==> config.mk <==
export PLATFORM = sky130hd
export DESIGN_NAME = irc_line_field_tagger
export DESIGN_NICKNAME = d
export VERILOG_FILES = /design/src/hw/rtl/ilft_pkg.sv /design/src/hw/rtl/ilft_kw_match.sv /design/src/hw/rtl/ilft_tagger.sv /design/src/hw/rtl/irc_line_field_tagger.sv
export SDC_FILE = /design/constraint.sdc
export NUM_CORES = 1
export LEC_CHECK = 0
export BUFFER_PORTS_ARGS = -buffer_cell sky130_fd_sc_hd__buf_2
export CORE_ASPECT_RATIO = 1.5
export CORE_MARGIN = 3
export CORE_UTILIZATION = 55
export CTS_CLUSTER_SIZE = 40
export DETAILED_ROUTE_END_ITERATION = 16
export PLACE_DENSITY = 0.85
export SLEW_MARGIN = 40
export SYNTH_ARGS = -nofsm -noshare
export SYNTH_HDL_FRONTEND = slang
export SYNTH_SLANG_ARGS = --single-unit
==> constraint.sdc <==
create_clock -name clk -period 4.13 [get_ports clk]
set_input_delay 0.6195 -clock clk [delete_from_list [all_inputs] [get_ports clk]]
set_output_delay 0.6195 -clock clk [all_outputs]
set_load 0.03 [all_outputs]
==> src/hw/rtl/ilft_pkg.sv <==
// Package for the line field tagger: word types, region and event codes,
// phase encoding and character constants. No dependencies.
package ilft_pkg;

  // Longest keyword that the event decoder knows
  localparam int KW_CHARS = 7;

  localparam logic [7:0] CH_CR    = 8'h0D;
  localparam logic [7:0] CH_LF    = 8'h0A;
  localparam logic [7:0] CH_SPACE = 8'h20;
  localparam logic [7:0] CH_COLON = 8'h3A;
  localparam logic [7:0] CH_BANG  = 8'h21;
  localparam logic [7:0] CH_AT    = 8'h40;
  localparam logic [7:0] CH_HASH  = 8'h23;

  typedef enum logic [2:0] {
    RG_NICK   = 3'd0,
    RG_IDENT  = 3'd1,
    RG_REAL   = 3'd2,
    RG_CMD    = 3'd3,
    RG_TARGET = 3'd4,
    RG_MSG    = 3'd5,
    RG_DROP   = 3'd6
  } region_t;

  typedef enum logic [2:0] {
    PH_START,
    PH_PREFIX,
    PH_COMMAND,
    PH_TARGET,
    PH_MESSAGE
  } phase_t;

  // Dense event numbering in keyword list order
  typedef enum logic [5:0] {
    EV_UNKNOWN, EV_JOIN, EV_PART, EV_KICK, EV_PRIVMSG, EV_NOTICE, EV_PING,
    EV_NICK, EV_MODE, EV_QUIT, EV_TOPIC, EV_INVITE, EV_ERROR,
    EV_R001, EV_R002, EV_R003, EV_R004, EV_R005, EV_R010, EV_R212, EV_R219,
    EV_R242, EV_R251, EV_R252, EV_R253, EV_R254, EV_R255, EV_R256, EV_R257,
    EV_R258, EV_R259, EV_R263, EV_R265, EV_R266, EV_R353, EV_R276, EV_R300,
    EV_R301, EV_R302, EV_R305, EV_R366, EV_R372, EV_R375, EV_R376, EV_R465
  } event_t;

  typedef logic [KW_CHARS-1:0][7:0] kw_chars_t;

  typedef struct packed {
    logic [7:0] in_byte;
    logic       last;
  } in_word_t;

  typedef struct packed {
    logic [7:0] out_byte;
    region_t    region;
    logic       line_end;
    event_t     event_type;
    logic       has_bang;
    logic       has_at;
    logic       sender_from_server;
    logic       target_cleared;
    logic       target_is_sender;
  } out_word_t;

endpackage

==> src/hw/rtl/ilft_kw_match.sv <==
// Command keyword decoder: maps the first command characters and length to
// an event code. Depends on ilft_pkg.
module ilft_kw_match (
  input  ilft_pkg::kw_chars_t chars,
  input  logic [2:0]          len,
  input  logic                has_prefix,
  output ilft_pkg::event_t    kind
);

  logic [23:0] key3;
  logic [31:0] key4;
  logic [39:0] key5;
  logic [47:0] key6;
  logic [55:0] key7;
  ilft_pkg::event_t cand;

  assign key3 = {chars[0], chars[1], chars[2]};
  assign key4 = {key3, chars[3]};
  assign key5 = {key4, chars[4]};
  assign key6 = {key5, chars[5]};
  assign key7 = {key6, chars[6]};

  always_comb begin
    cand = ilft_pkg::EV_UNKNOWN;
    case (len)
      3'd3: begin
        case (key3)
          "001": cand = ilft_pkg::EV_R001;
          "002": cand = ilft_pkg::EV_R002;
          "003": cand = ilft_pkg::EV_R003;
          "004": cand = ilft_pkg::EV_R004;
          "005": cand = ilft_pkg::EV_R005;
          "010": cand = ilft_pkg::EV_R010;
          "212": cand = ilft_pkg::EV_R212;
          "219": cand = ilft_pkg::EV_R219;
          "242": cand = ilft_pkg::EV_R242;
          "221": cand = ilft_pkg::EV_MODE;
          "251": cand = ilft_pkg::EV_R251;
          "252": cand = ilft_pkg::EV_R252;
          "253": cand = ilft_pkg::EV_R253;
          "254": cand = ilft_pkg::EV_R254;
          "255": cand = ilft_pkg::EV_R255;
          "256": cand = ilft_pkg::EV_R256;
          "257": cand = ilft_pkg::EV_R257;
          "258": cand = ilft_pkg::EV_R258;
          "259": cand = ilft_pkg::EV_R259;
          "263": cand = ilft_pkg::EV_R263;
          "265": cand = ilft_pkg::EV_R265;
          "266": cand = ilft_pkg::EV_R266;
          "353": cand = ilft_pkg::EV_R353;
          "276": cand = ilft_pkg::EV_R276;
          "300": cand = ilft_pkg::EV_R300;
          "301": cand = ilft_pkg::EV_R301;
          "302": cand = ilft_pkg::EV_R302;
          "305": cand = ilft_pkg::EV_R305;
          "366": cand = ilft_pkg::EV_R366;
          "372": cand = ilft_pkg::EV_R372;
          "375": cand = ilft_pkg::EV_R375;
          "376": cand = ilft_pkg::EV_R376;
          "465": cand = ilft_pkg::EV_R465;
          default: cand = ilft_pkg::EV_UNKNOWN;
        endcase
      end
      3'd4: begin
        case (key4)
          "JOIN": cand = ilft_pkg::EV_JOIN;
          "PART": cand = ilft_pkg::EV_PART;
          "KICK": cand = ilft_pkg::EV_KICK;
          "PING": cand = ilft_pkg::EV_PING;
          "NICK": cand = ilft_pkg::EV_NICK;
          "MODE": cand = ilft_pkg::EV_MODE;
          "QUIT": cand = ilft_pkg::EV_QUIT;
          default: cand = ilft_pkg::EV_UNKNOWN;
        endcase
      end
      3'd5: begin
        case (key5)
          "TOPIC": cand = ilft_pkg::EV_TOPIC;
          "ERROR": cand = ilft_pkg::EV_ERROR;
          default: cand = ilft_pkg::EV_UNKNOWN;
        endcase
      end
      3'd6: begin
        case (key6)
          "NOTICE": cand = ilft_pkg::EV_NOTICE;
          "INVITE": cand = ilft_pkg::EV_INVITE;
          default:  cand = ilft_pkg::EV_UNKNOWN;
        endcase
      end
      3'd7: begin
        if (key7 == "PRIVMSG") begin
          cand = ilft_pkg::EV_PRIVMSG;
        end
      end
      default: cand = ilft_pkg::EV_UNKNOWN;
    endcase
  end

  // Without a prefix only server-level events are recognized
  always_comb begin
    kind = cand;
    if (!has_prefix && cand != ilft_pkg::EV_PING && cand != ilft_pkg::EV_ERROR) begin
      kind = ilft_pkg::EV_UNKNOWN;
    end
  end

endmodule

==> src/hw/rtl/ilft_tagger.sv <==
// Per-line parse state and per-byte tagging logic for the line field tagger.
// Depends on ilft_pkg and ilft_kw_match.
module ilft_tagger #(
  parameter int CMD_CHARS = 7
) (
  input  logic                clk,
  input  logic                rst,
  input  logic                step,
  input  ilft_pkg::in_word_t  word,
  output ilft_pkg::out_word_t result
);

  localparam int LW = $clog2(CMD_CHARS + 2);
  localparam int IW = $clog2(CMD_CHARS);

  ilft_pkg::phase_t phase, phase_next;
  logic                has_prefix, has_prefix_next;
  logic [7:0]          cmd_buf [CMD_CHARS];
  logic [LW-1:0]       cmd_len, cmd_len_next;
  logic                seen_bang, seen_bang_next;
  logic                seen_at, seen_at_next;
  ilft_pkg::event_t    kind_code, kind_code_next;
  logic                field_first, field_first_next;
  logic                channel_flag, channel_flag_next;

  logic                is_crlf, is_space, is_colon, is_bang, is_at, is_hash;
  logic                push;
  ilft_pkg::kw_chars_t view;
  logic [2:0]          kw_len;
  ilft_pkg::event_t    kind_match;
  ilft_pkg::event_t    ev;
  ilft_pkg::region_t   region;
  logic [7:0]          b;

  assign b        = word.in_byte;
  assign is_crlf  = (b == ilft_pkg::CH_CR) || (b == ilft_pkg::CH_LF);
  assign is_space = (b == ilft_pkg::CH_SPACE);
  assign is_colon = (b == ilft_pkg::CH_COLON);
  assign is_bang  = (b == ilft_pkg::CH_BANG);
  assign is_at    = (b == ilft_pkg::CH_AT);
  assign is_hash  = (b == ilft_pkg::CH_HASH);

  assign push = !is_crlf && !is_space &&
                ((phase == ilft_pkg::PH_START && !is_colon) || phase == ilft_pkg::PH_COMMAND);

  // Command as it stands after this byte, so a match sees the current byte
  always_comb begin
    for (int i = 0; i < ilft_pkg::KW_CHARS; i++) begin
      view[i] = (push && cmd_len == LW'(i)) ? b : cmd_buf[i];
    end
  end

  assign cmd_len_next = (push && cmd_len <= LW'(CMD_CHARS)) ? cmd_len + LW'(1) : cmd_len;
  assign kw_len = (cmd_len_next <= LW'(ilft_pkg::KW_CHARS)) ? cmd_len_next[2:0] : 3'd0;

  ilft_kw_match u_kw_match (
    .chars      (view),
    .len        (kw_len),
    .has_prefix (has_prefix),
    .kind       (kind_match)
  );

  // Next state
  always_comb begin
    phase_next        = phase;
    has_prefix_next   = has_prefix;
    seen_bang_next    = seen_bang;
    seen_at_next      = seen_at;
    kind_code_next    = kind_code;
    field_first_next  = field_first;
    channel_flag_next = channel_flag;
    if (!is_crlf) begin
      unique case (phase)
        ilft_pkg::PH_START: begin
          if (is_colon) begin
            has_prefix_next = 1'b1;
            phase_next      = ilft_pkg::PH_PREFIX;
          end else if (is_space) begin
            kind_code_next   = kind_match;
            phase_next       = ilft_pkg::PH_TARGET;
            field_first_next = 1'b1;
          end else begin
            phase_next = ilft_pkg::PH_COMMAND;
          end
        end
        ilft_pkg::PH_PREFIX: begin
          if (is_space) begin
            phase_next = ilft_pkg::PH_COMMAND;
          end else if (is_bang && !seen_bang) begin
            seen_bang_next = 1'b1;
          end else if (is_at && seen_bang && !seen_at) begin
            seen_at_next = 1'b1;
          end
        end
        ilft_pkg::PH_COMMAND: begin
          if (is_space) begin
            kind_code_next   = kind_match;
            phase_next       = ilft_pkg::PH_TARGET;
            field_first_next = 1'b1;
          end
        end
        ilft_pkg::PH_TARGET: begin
          if (is_space) begin
            phase_next       = ilft_pkg::PH_MESSAGE;
            field_first_next = 1'b1;
          end else begin
            if (field_first && is_hash) begin
              channel_flag_next = 1'b1;
            end
            field_first_next = 1'b0;
          end
        end
        ilft_pkg::PH_MESSAGE: begin
          field_first_next = 1'b0;
        end
        default: phase_next = phase;
      endcase
    end
  end

  // Outputs
  always_comb begin
    region = ilft_pkg::RG_DROP;
    if (!is_crlf) begin
      unique case (phase)
        ilft_pkg::PH_START: begin
          if (!is_colon && !is_space) begin
            region = ilft_pkg::RG_CMD;
          end
        end
        ilft_pkg::PH_PREFIX: begin
          if (is_space || (is_bang && !seen_bang) || (is_at && seen_bang && !seen_at)) begin
            region = ilft_pkg::RG_DROP;
          end else if (seen_at) begin
            region = ilft_pkg::RG_REAL;
          end else if (seen_bang) begin
            region = ilft_pkg::RG_IDENT;
          end else begin
            region = ilft_pkg::RG_NICK;
          end
        end
        ilft_pkg::PH_COMMAND: begin
          if (!is_space) begin
            region = ilft_pkg::RG_CMD;
          end
        end
        ilft_pkg::PH_TARGET: begin
          if (!is_space) begin
            region = ilft_pkg::RG_TARGET;
          end
        end
        ilft_pkg::PH_MESSAGE: begin
          if (!(field_first && is_colon)) begin
            region = ilft_pkg::RG_MSG;
          end
        end
        default: region = ilft_pkg::RG_DROP;
      endcase
    end

    // A command still open at the line end is matched here
    ev = (phase_next == ilft_pkg::PH_COMMAND) ? kind_match : kind_code_next;

    result.out_byte           = b;
    result.region             = region;
    result.line_end           = word.last;
    result.event_type         = ilft_pkg::EV_UNKNOWN;
    result.has_bang           = 1'b0;
    result.has_at             = 1'b0;
    result.sender_from_server = 1'b0;
    result.target_cleared     = 1'b0;
    result.target_is_sender   = 1'b0;
    if (word.last) begin
      result.event_type         = ev;
      result.has_bang           = seen_bang_next;
      result.has_at             = seen_at_next;
      result.sender_from_server = (ev == ilft_pkg::EV_PING);
      result.target_cleared     = (ev == ilft_pkg::EV_ERROR);
      result.target_is_sender   = (ev == ilft_pkg::EV_PRIVMSG) && channel_flag_next;
    end
  end

  // Control state; clear for the next line after the last byte
  always_ff @(posedge clk) begin
    if (rst || (step && word.last)) begin
      phase        <= ilft_pkg::PH_START;
      has_prefix   <= 1'b0;
      cmd_len      <= '0;
      seen_bang    <= 1'b0;
      seen_at      <= 1'b0;
      kind_code    <= ilft_pkg::EV_UNKNOWN;
      field_first  <= 1'b1;
      channel_flag <= 1'b0;
    end else if (step) begin
      phase        <= phase_next;
      has_prefix   <= has_prefix_next;
      cmd_len      <= cmd_len_next;
      seen_bang    <= seen_bang_next;
      seen_at      <= seen_at_next;
      kind_code    <= kind_code_next;
      field_first  <= field_first_next;
      channel_flag <= channel_flag_next;
    end
  end

  // Command characters; only the first cmd_len entries are ever compared
  always_ff @(posedge clk) begin
    if (step && push && cmd_len < LW'(CMD_CHARS)) begin
      cmd_buf[cmd_len[IW-1:0]] <= b;
    end
  end

endmodule

==> src/hw/rtl/irc_line_field_tagger.sv <==
// Path: an accepted word waits in the input register, is tagged combinationally and is
//   then registered into the result register that drives out_valid and out_data.
// Throughput: one byte per cycle; the parse state advances as the input register
//   hands its word to the result register, so back-to-back bytes never stall while
//   out_ready stays high.
// Reset: synchronous rst empties both registers and returns the parser to line start.
// Depends on ilft_pkg, ilft_tagger and ilft_kw_match.
module irc_line_field_tagger #(
  parameter int CMD_CHARS = 7
) (
  input  logic                clk,
  input  logic                rst,
  input  logic                in_valid,
  output logic                in_ready,
  input  ilft_pkg::in_word_t  in_data,
  output logic                out_valid,
  input  logic                out_ready,
  output ilft_pkg::out_word_t out_data
);

  logic                s1_valid;
  ilft_pkg::in_word_t  s1_data;
  logic                advance;
  ilft_pkg::out_word_t result;

  assign advance  = s1_valid && (!out_valid || out_ready);
  assign in_ready = !s1_valid || advance;

  always_ff @(posedge clk) begin
    if (rst) begin
      s1_valid <= 1'b0;
    end else if (in_ready) begin
      s1_valid <= in_valid;
    end
  end

  always_ff @(posedge clk) begin
    if (in_valid && in_ready) begin
      s1_data <= in_data;
    end
  end

  ilft_tagger #(
    .CMD_CHARS (CMD_CHARS)
  ) u_tagger (
    .clk    (clk),
    .rst    (rst),
    .step   (advance),
    .word   (s1_data),
    .result (result)
  );

  always_ff @(posedge clk) begin
    if (rst) begin
      out_valid <= 1'b0;
    end else if (!out_valid || out_ready) begin
      out_valid <= s1_valid;
    end
  end

  always_ff @(posedge clk) begin
    if (advance) begin
      out_data <= result;
    end
  end

  a_summary_only_at_end: assert property (@(posedge clk) disable iff (rst)
    out_valid && !out_data.line_end |-> out_data.event_type == ilft_pkg::EV_UNKNOWN &&
      !out_data.has_bang && !out_data.has_at && !out_data.target_is_sender)
    else $error("summary fields set before line end");

  a_ping_flag: assert property (@(posedge clk) disable iff (rst)
    out_valid |-> out_data.sender_from_server == (out_data.event_type == ilft_pkg::EV_PING))
    else $error("sender_from_server does not follow event type");

  a_channel_flag: assert property (@(posedge clk) disable iff (rst)
    out_valid && out_data.target_is_sender |-> out_data.event_type == ilft_pkg::EV_PRIVMSG)
    else $error("channel flag on a non-PRIVMSG event");

  a_at_needs_bang: assert property (@(posedge clk) disable iff (rst)
    out_valid && out_data.has_at |-> out_data.has_bang)
    else $error("has_at without has_bang");

  a_stall_holds_word: assert property (@(posedge clk) disable iff (rst)
    !in_ready |=> s1_valid && $stable(s1_data))
    else $error("input register lost a word while stalled");

endmodule

======== Word-level counts from Yosys, hierarchy flattened ========
Memory sizes are Yosys's and may differ from the RTL's.
Index checks and enable logic that the tools add are counted.
storage, ports and cells
  flip-flop bits (word level) ............. 52
  RAM bits ................................ 56
  memories kept ........................... 1
memories
  memory            depth  width  read ports  clocked after Yosys merged registers in  write ports  RTL line           text
  u_tagger.cmd_buf  7      8      7           0                                        1            ilft_tagger.sv:18  logic [7:0] cmd_buf [CMD_CHARS];
operators by class
  equality and inequality tests ........... 74
  mux-type cells .......................... 55
  bitwise operators ....................... 1
  $add $sub $neg .......................... 1
  $lt $le $gt $ge ......................... 3
  reduce and logical (&&, ||, !) cells .... 45
operator list
  operator              count
  $eq 24x22->1 const B  33
  $eq 32x31->1 const B  7
  $pmux 6 s33           1
  $eq 48x47->1 const B  2
  $eq 40x39->1 const B  2
  $eq 56x55->1 const B  1
  $mux 8                7
  $mux 3                11
  $eq 8x6->1 const B    4
  $mux 6                5
  $pmux 6 s5            1
  $pmux 4 s7            1
  $logic_and 1x1->1     25
  $mux 1                20
  $eq 8x4->1 const B    2
  $pmux 4 s2            2
  $eq 3x3->1 const B    5
  $pmux 3 s5            1
  $eq 3x2->1 const B    4
  $eq 4x3->1 const B    3
  $eq 6x3->1 const B    2
  $pmux 3 s4            1
  $pmux 6 s2            1
  $eq 4x2->1 const B    2
  20 further kinds      36

======== Depth between registers and ports, before layout ========
  word-level depth ........................ 22
  gate-level depth with buffers ........... 18
  gate-level depth less buffers ........... 14

======== Modules after synthesis ========
From an unflattened synthesis, not the netlist that was laid out.
unflattened totals
  cell total of the unflattened synthesis .. 625
  area total of the unflattened synthesis .. 6,740.2 µm²
modules (own cells, without submodules)
  module                 area an instance (µm²)  cells each  instances
  ilft_tagger            4,056.4                 340         1
  ilft_kw_match          1,619.1                 243         1
  irc_line_field_tagger  1,064.8                 42          1

======== Worst setup path after synthesis ========
Ideal clock, no wire load.
  kind .................................... register to register
  from .................................... register s1_data[3] (netlist name)
  to ...................................... register out_data[2] (netlist name), data pin
  setup slack ............................. -0.383 ns
  arrival time ............................ 4.256 ns
  cell stages (with the launch flop) ...... 16
  required time ........................... 3.874 ns
  clock period less this slack ............ 4.513 ns
  cell sequence ........................... edfxtp_1 -> buf_2 -> and3b_1 -> o211a_1 -> buf_6 -> nor4_4 -> buf_4 -> mux2_2 -> nor2_1 -> a32oi_1 -> o21a_1 -> a2111o_1 -> a2111oi_4 -> nor2_1 -> o31ai_1 -> and4b_1
on the way
  cells in the longest elaborated chain, start to end .. 21
RTL lines
  item                                                   RTL line                              text
  start, declared                                        irc_line_field_tagger.sv:22           ilft_pkg::in_word_t s1_data;
  start signal, assigned                                 irc_line_field_tagger.sv:39           s1_data <= in_data;
  $eq 8x4->1 or $eq 8x6->1 (tied branches)               ilft_tagger.sv:36, ilft_tagger.sv:38
  $logic_or 1x1->1 or $logic_not 1->1 (tied branches)    ilft_tagger.sv:36, ilft_tagger.sv:44
  $logic_not 1->1 or $logic_and 1x1->1 (tied branches)   ilft_tagger.sv:43, ilft_tagger.sv:44
  $logic_and 1x1->1 or $logic_or 1x1->1 (tied branches)  ilft_tagger.sv:43, ilft_tagger.sv:44
  $logic_and 1x1->1                                      ilft_tagger.sv:43                     assign push = !is_crlf && !is_space &&
  $logic_and 1x1->1                                      ilft_tagger.sv:53                     assign cmd_len_next = (push && cmd_len <= LW'(CMD_CHARS)) ? cmd_len + LW'(1) : cmd_len;
  $mux 4                                                 ilft_tagger.sv:53
  $le 4x3->1                                             ilft_tagger.sv:54                     assign kw_len = (cmd_len_next <= LW'(ilft_pkg::KW_CHARS)) ? cmd_len_next[2:0] : 3'd0;
  [4 not listed]                                         n/a
  $logic_and 1x1->1 (2 in a row)                         ilft_kw_match.sv:102                  if (!has_prefix && cand != ilft_pkg::EV_PING && cand != ilft_pkg::EV_ERROR) begin
  $mux 6                                                 ilft_kw_match.sv:102
  $mux 6                                                 ilft_tagger.sv:78, ilft_tagger.sv:96
  $mux 6                                                 ilft_tagger.sv:75                     if (is_colon) begin
  $pmux 6 s2                                             ilft_tagger.sv:73                     unique case (phase)
  $mux 6                                                 ilft_tagger.sv:72                     if (!is_crlf) begin
  $mux 6 *                                               ilft_tagger.sv:162                    ev = (phase_next == ilft_pkg::PH_COMMAND) ? kind_match : kind_code_next;
  $eq 6x3->1 *                                           ilft_tagger.sv:177                    result.sender_from_server = (ev == ilft_pkg::EV_PING);
  end signal, assigned                                   irc_line_field_tagger.sv:63           out_data <= result;
  end, declared                                          irc_line_field_tagger.sv:18           output ilft_pkg::out_word_t out_data
Mark *: on every way between the ends. The rest lies on a longest branch, timed or not.
A chain may end at the register's enable or synchronous reset.

======== Worst setup path after layout ========
  from .................................... register s1_data[3] (netlist name)
  to ...................................... register out_data[1] (netlist name), data pin
on the way
  cells in the longest elaborated chain, start to end .. 21
RTL lines
  item                                                   RTL line                              text
  $eq 8x4->1 or $eq 8x6->1 (tied branches)               ilft_tagger.sv:36, ilft_tagger.sv:38
  $logic_or 1x1->1 or $logic_not 1->1 (tied branches)    ilft_tagger.sv:36, ilft_tagger.sv:44
  $logic_not 1->1 or $logic_and 1x1->1 (tied branches)   ilft_tagger.sv:43, ilft_tagger.sv:44
  $logic_and 1x1->1 or $logic_or 1x1->1 (tied branches)  ilft_tagger.sv:43, ilft_tagger.sv:44
  $logic_and 1x1->1                                      ilft_tagger.sv:43
  $logic_and 1x1->1                                      ilft_tagger.sv:53
  $mux 4                                                 ilft_tagger.sv:53
  $le 4x3->1                                             ilft_tagger.sv:54
  [4 not listed]                                         n/a
  $logic_and 1x1->1 (2 in a row)                         ilft_kw_match.sv:102
  $mux 6                                                 ilft_kw_match.sv:102
  $mux 6                                                 ilft_tagger.sv:78, ilft_tagger.sv:96
  $mux 6                                                 ilft_tagger.sv:75
  $pmux 6 s2                                             ilft_tagger.sv:73
  $mux 6                                                 ilft_tagger.sv:72
  $mux 6 *                                               ilft_tagger.sv:162
  $eq 6x4->1 *                                           ilft_tagger.sv:178                    result.target_cleared = (ev == ilft_pkg::EV_ERROR);
Marks and branches as above.

==> flow_summary.ini <==
[timing]
setup_tns_ns = -3.88
tightest_slew_ns = 0.803
fin_crit_ns = 4.64
finalHoldViolCount = 0
fmaxAchievable_mhz = 216
slew_viol_final = 0
fin_crit_sh_pct = 112
rsz0062_at_grt = true
slew_headroom_pct = 46.3
setup_violations = 11
worst_clock_skew_ns = 0.0224
fin_ws_ns = -0.507
whs_ns = 0.408

[global_routing]
grt_pass1_vias = 8390
grt_util_all_layers_pct = 44.7
grt_antenna_before_repair = 1
grt_pass1_wl_um = 50400
grt_max_degree = 23
grt_overflow = 0

[final_layout]
drive_above_1_share_pct = 40.3
num-nets-final = 1108
antenna_cells = 0
nFillCells = 865
area_growth_pct = 40.5

[clock_tree]
cts_max_path_buffers = 2
clock_latency_ns = 0.38
clockRootBuffer = clkbuf_16
clkSinkCount = 108
holdBufCountCts = 0
clkTransAtPathRegs_ns = 0.10
cts_buffers = 9
h-tree-depth = 3
tritoncts = built

[worst_setup_path]
cp.required_ns = 4.26
setup.worst_path.end = out_data[1]$_SDFFCE_PN0P_
crit_slowest_cell = edfxtp_1
max_stage_delay_ns = 0.53
crit_start = s1_data[3]$_DFFE_PP_
rr_startpoint = s1_data[3]$_DFFE_PP_
start_kind = flop
end_kind = flop
reg2reg_slack_ns = -0.51
critPathKind = reg -> reg
crit_chain = and3b_2 > o211a_4 > or3_4 > buf_12 > buf_8 > mux2_4 > a211oi_4 > a32oi_1 > o21a_1 > a2111o_1 > a2111oi_2 > buf_4 > a21o_1 > or4b_4 > nor2b_2
cp_data_arrival_time_ns = 4.76
rr_endpoint = out_data[1]$_SDFFCE_PN0P_
reg2regPathDepth = 15
path_max_fanout = 16

[status]
violations = negative setup slack
outcome = complete, but fails checks

[pwr]
clockPowerShare_pct = 35.7
p_leak_uw = 0.00417
power_switching_uw = 798
powerDensity_mw_per_mm2 = 243
ir_drop_uv = 280
p_int_uw = 1830
sw_frac_of_total_pct = 30.3
power_frac_comb_pct = 17.8
p_seq_share_pct = 46.5

[floorplan]
die_w_um = 103
die_y_um = 151
dieArea_mm2 = 0.0155
io_pins = 38
initial_core_util_pct = 56.6
num_rows = 52
core-area_mm2 = 0.0136

[synth]
synth_warnings = 0
synthCells = 819
synth_top_cell_by_area = edfxtp_1
synth-seq-area-share_pct = 39.5
synth_top_area_share_pct = 34.3
synth.area.top_cells = edfxtp_1, mux2i_1, dfxtp_1
synth_enable_flop_cells = 88
synth-seq-cells = 108
synth_nets = 836
syn_area_per_cell_um2 = 9.40
async_flop_share_pct = 0
synth_flop_cell = edfxtp_1
yosysUniqueCellTypes = 87
syn-cell-area_mm2 = 0.00770

[drt]
totalWireLength_um = 35000
antenna_left = 0
wl_per_cell_um = 27.8
drc = 0
drt_iter0_drc = 961
vias = 8641
firstDrtPassIters = 6
drt-vias-per-instance = 6.87

[placed_design]
dp_hpwl_um = 24500
io_buffer_count = 37
place.gp.congestion = 1.12

[run]
drv_cap = 0

[hold_path]
hold_path.class = in -> reg
logic make-up after synthesis:
logic type	after synthesis	synth area share (%)
adder cells (fa/ha/maj)	4	0.650
AO/OA/AOI/OAI	146	14.0
flip-flops	108	39.5
multiplexers	90	12.1
buffers and inverters	53	3.49
AND/OR/NAND/NOR	415	29.9
XOR/XNOR	3	0.341
through the flow:
step	std cells	total power (µW)	util, %	instance area (µm²)	worst slack (ns)
6_report	1258	2630	79.6	10800	-0.507
3_5_place_dp	1223	1650	72.6	9880	-0.551
2_1_floorplan	819	1450	-	7820	-0.100
4_1_cts	1249	2560	77.3	10500	-0.232
5_1_grt	1258	2670	79.6	10800	-0.651
3_3_place_gp	1223	1640	72.6	9880	-0.462
layout make-up:
cell class / instances / area, µm² / area share (%)
Timing Repair Buffer: 304 / 2290 / 21.2
Multi-Input combinational cell: 658 / 4930 / 45.5
Sequential cell: 108 / 3050 / 28.1
Clock buffer: 9 / 225 / 2.08
Tap cell: 162 / 203 / 1.87
Inverter: 10 / 37.5 / 0.347
Clock inverter: 7 / 91.3 / 0.844
routing by layer:
layer / track usage (%) / wire (µm)
met3: 12.4 / 3370
met5: 0 / 13
met4: 35.9 / 3720
met1: 48.9 / 11500
met2: 71.2 / 16400
layout by cell type, fill, tap and decap left out, drive strengths merged, types with 20 or more instances in the layout:
cell type and instances:
nor2b 28, dfxtp 20, nand3 41, edfxtp 88
a21oi 23, mux2 21, nor4 20, nor3 30
mux2i 69, buf 304, nand2 74, o21ai 21
nand2b 20, nor2 101
worst max-delay path: cells and delay by family (launching register included):
| kind | cells | cell delay (ns) |
|---|---|---|
| simple gates | 4 | 0.89 |
| buf+inv | 3 | 0.49 |
| mux | 1 | 0.30 |
| flops | 1 | 0.53 |
| compound gates | 7 | 2.15 |
Yosys cell counts (6+ instances only):
| library cell | count |
|---|---|
| a2111oi_0 | 6 |
| a21o_1 | 6 |
| a21oi_1 | 23 |
| a31oi_1 | 12 |
| and3_1 | 9 |
| buf_2 | 8 |
| buf_4 | 6 |
| clkbuf_1 | 23 |
| dfxtp_1 | 20 |
| edfxtp_1 | 88 |
| inv_1 | 9 |
| mux2_2 | 20 |
| mux2i_1 | 68 |
| nand2_1 | 74 |
| nand2b_1 | 20 |
| nand3_1 | 41 |
| nand3b_1 | 9 |
| nand4_1 | 12 |
| nor2_1 | 101 |
| nor2b_1 | 28 |
| nor3_1 | 26 |
| nor3b_1 | 18 |
| nor4_1 | 18 |
| o21ai_0 | 21 |
| o22ai_1 | 7 |
| or3_1 | 6 |
worst min path at each step:
stage,startpoint,end,cells past startpoint
after floorplan,u_tagger.kind_code[2]$_SDFFE_PP0P_,u_tagger.kind_code[2]$_SDFFE_PP0P_,2
after global placement,u_tagger.kind_code[2]$_SDFFE_PP0P_,u_tagger.kind_code[2]$_SDFFE_PP0P_,2
after detailed placement,u_tagger.kind_code[1]$_SDFFE_PP0P_,u_tagger.kind_code[1]$_SDFFE_PP0P_,2
after CTS,in_data[6],s1_data[6]$_DFFE_PP_,1
after global routing,in_data[2],s1_data[2]$_DFFE_PP_,1
final,in_data[6],s1_data[6]$_DFFE_PP_,1
state kept, by name, indices dropped and copies added, names as in the netlist:
signal	count
u_tagger.cmd_buf	56
u_tagger.field_first	1
u_tagger.channel_flag	1
s1_data	9
u_tagger.kind_code	6
u_tagger.seen_bang	1
u_tagger.has_prefix	1
u_tagger.phase	3
u_tagger.seen_at	1
out_data	23
out_valid	1
s1_valid	1
u_tagger.cmd_len	4
power groups by stage:
stage	Clock (µW)	Sequential, µW	Combinational (µW)
global route	958	1220	483
floorplan	0	1260	190
finish	940	1220	469
CTS	918	1220	423
detailed placement	0	1240	404
global placement	0	1240	397
repair_timing:
action,CTS,global route
endpoints found under the setup margin,11,11
buffers inserted,10,9
hold endpoints to repair,0,0
resized for setup,50,52
pin swaps,15,17
Note: power is estimated with default switching activity, not from simulation.
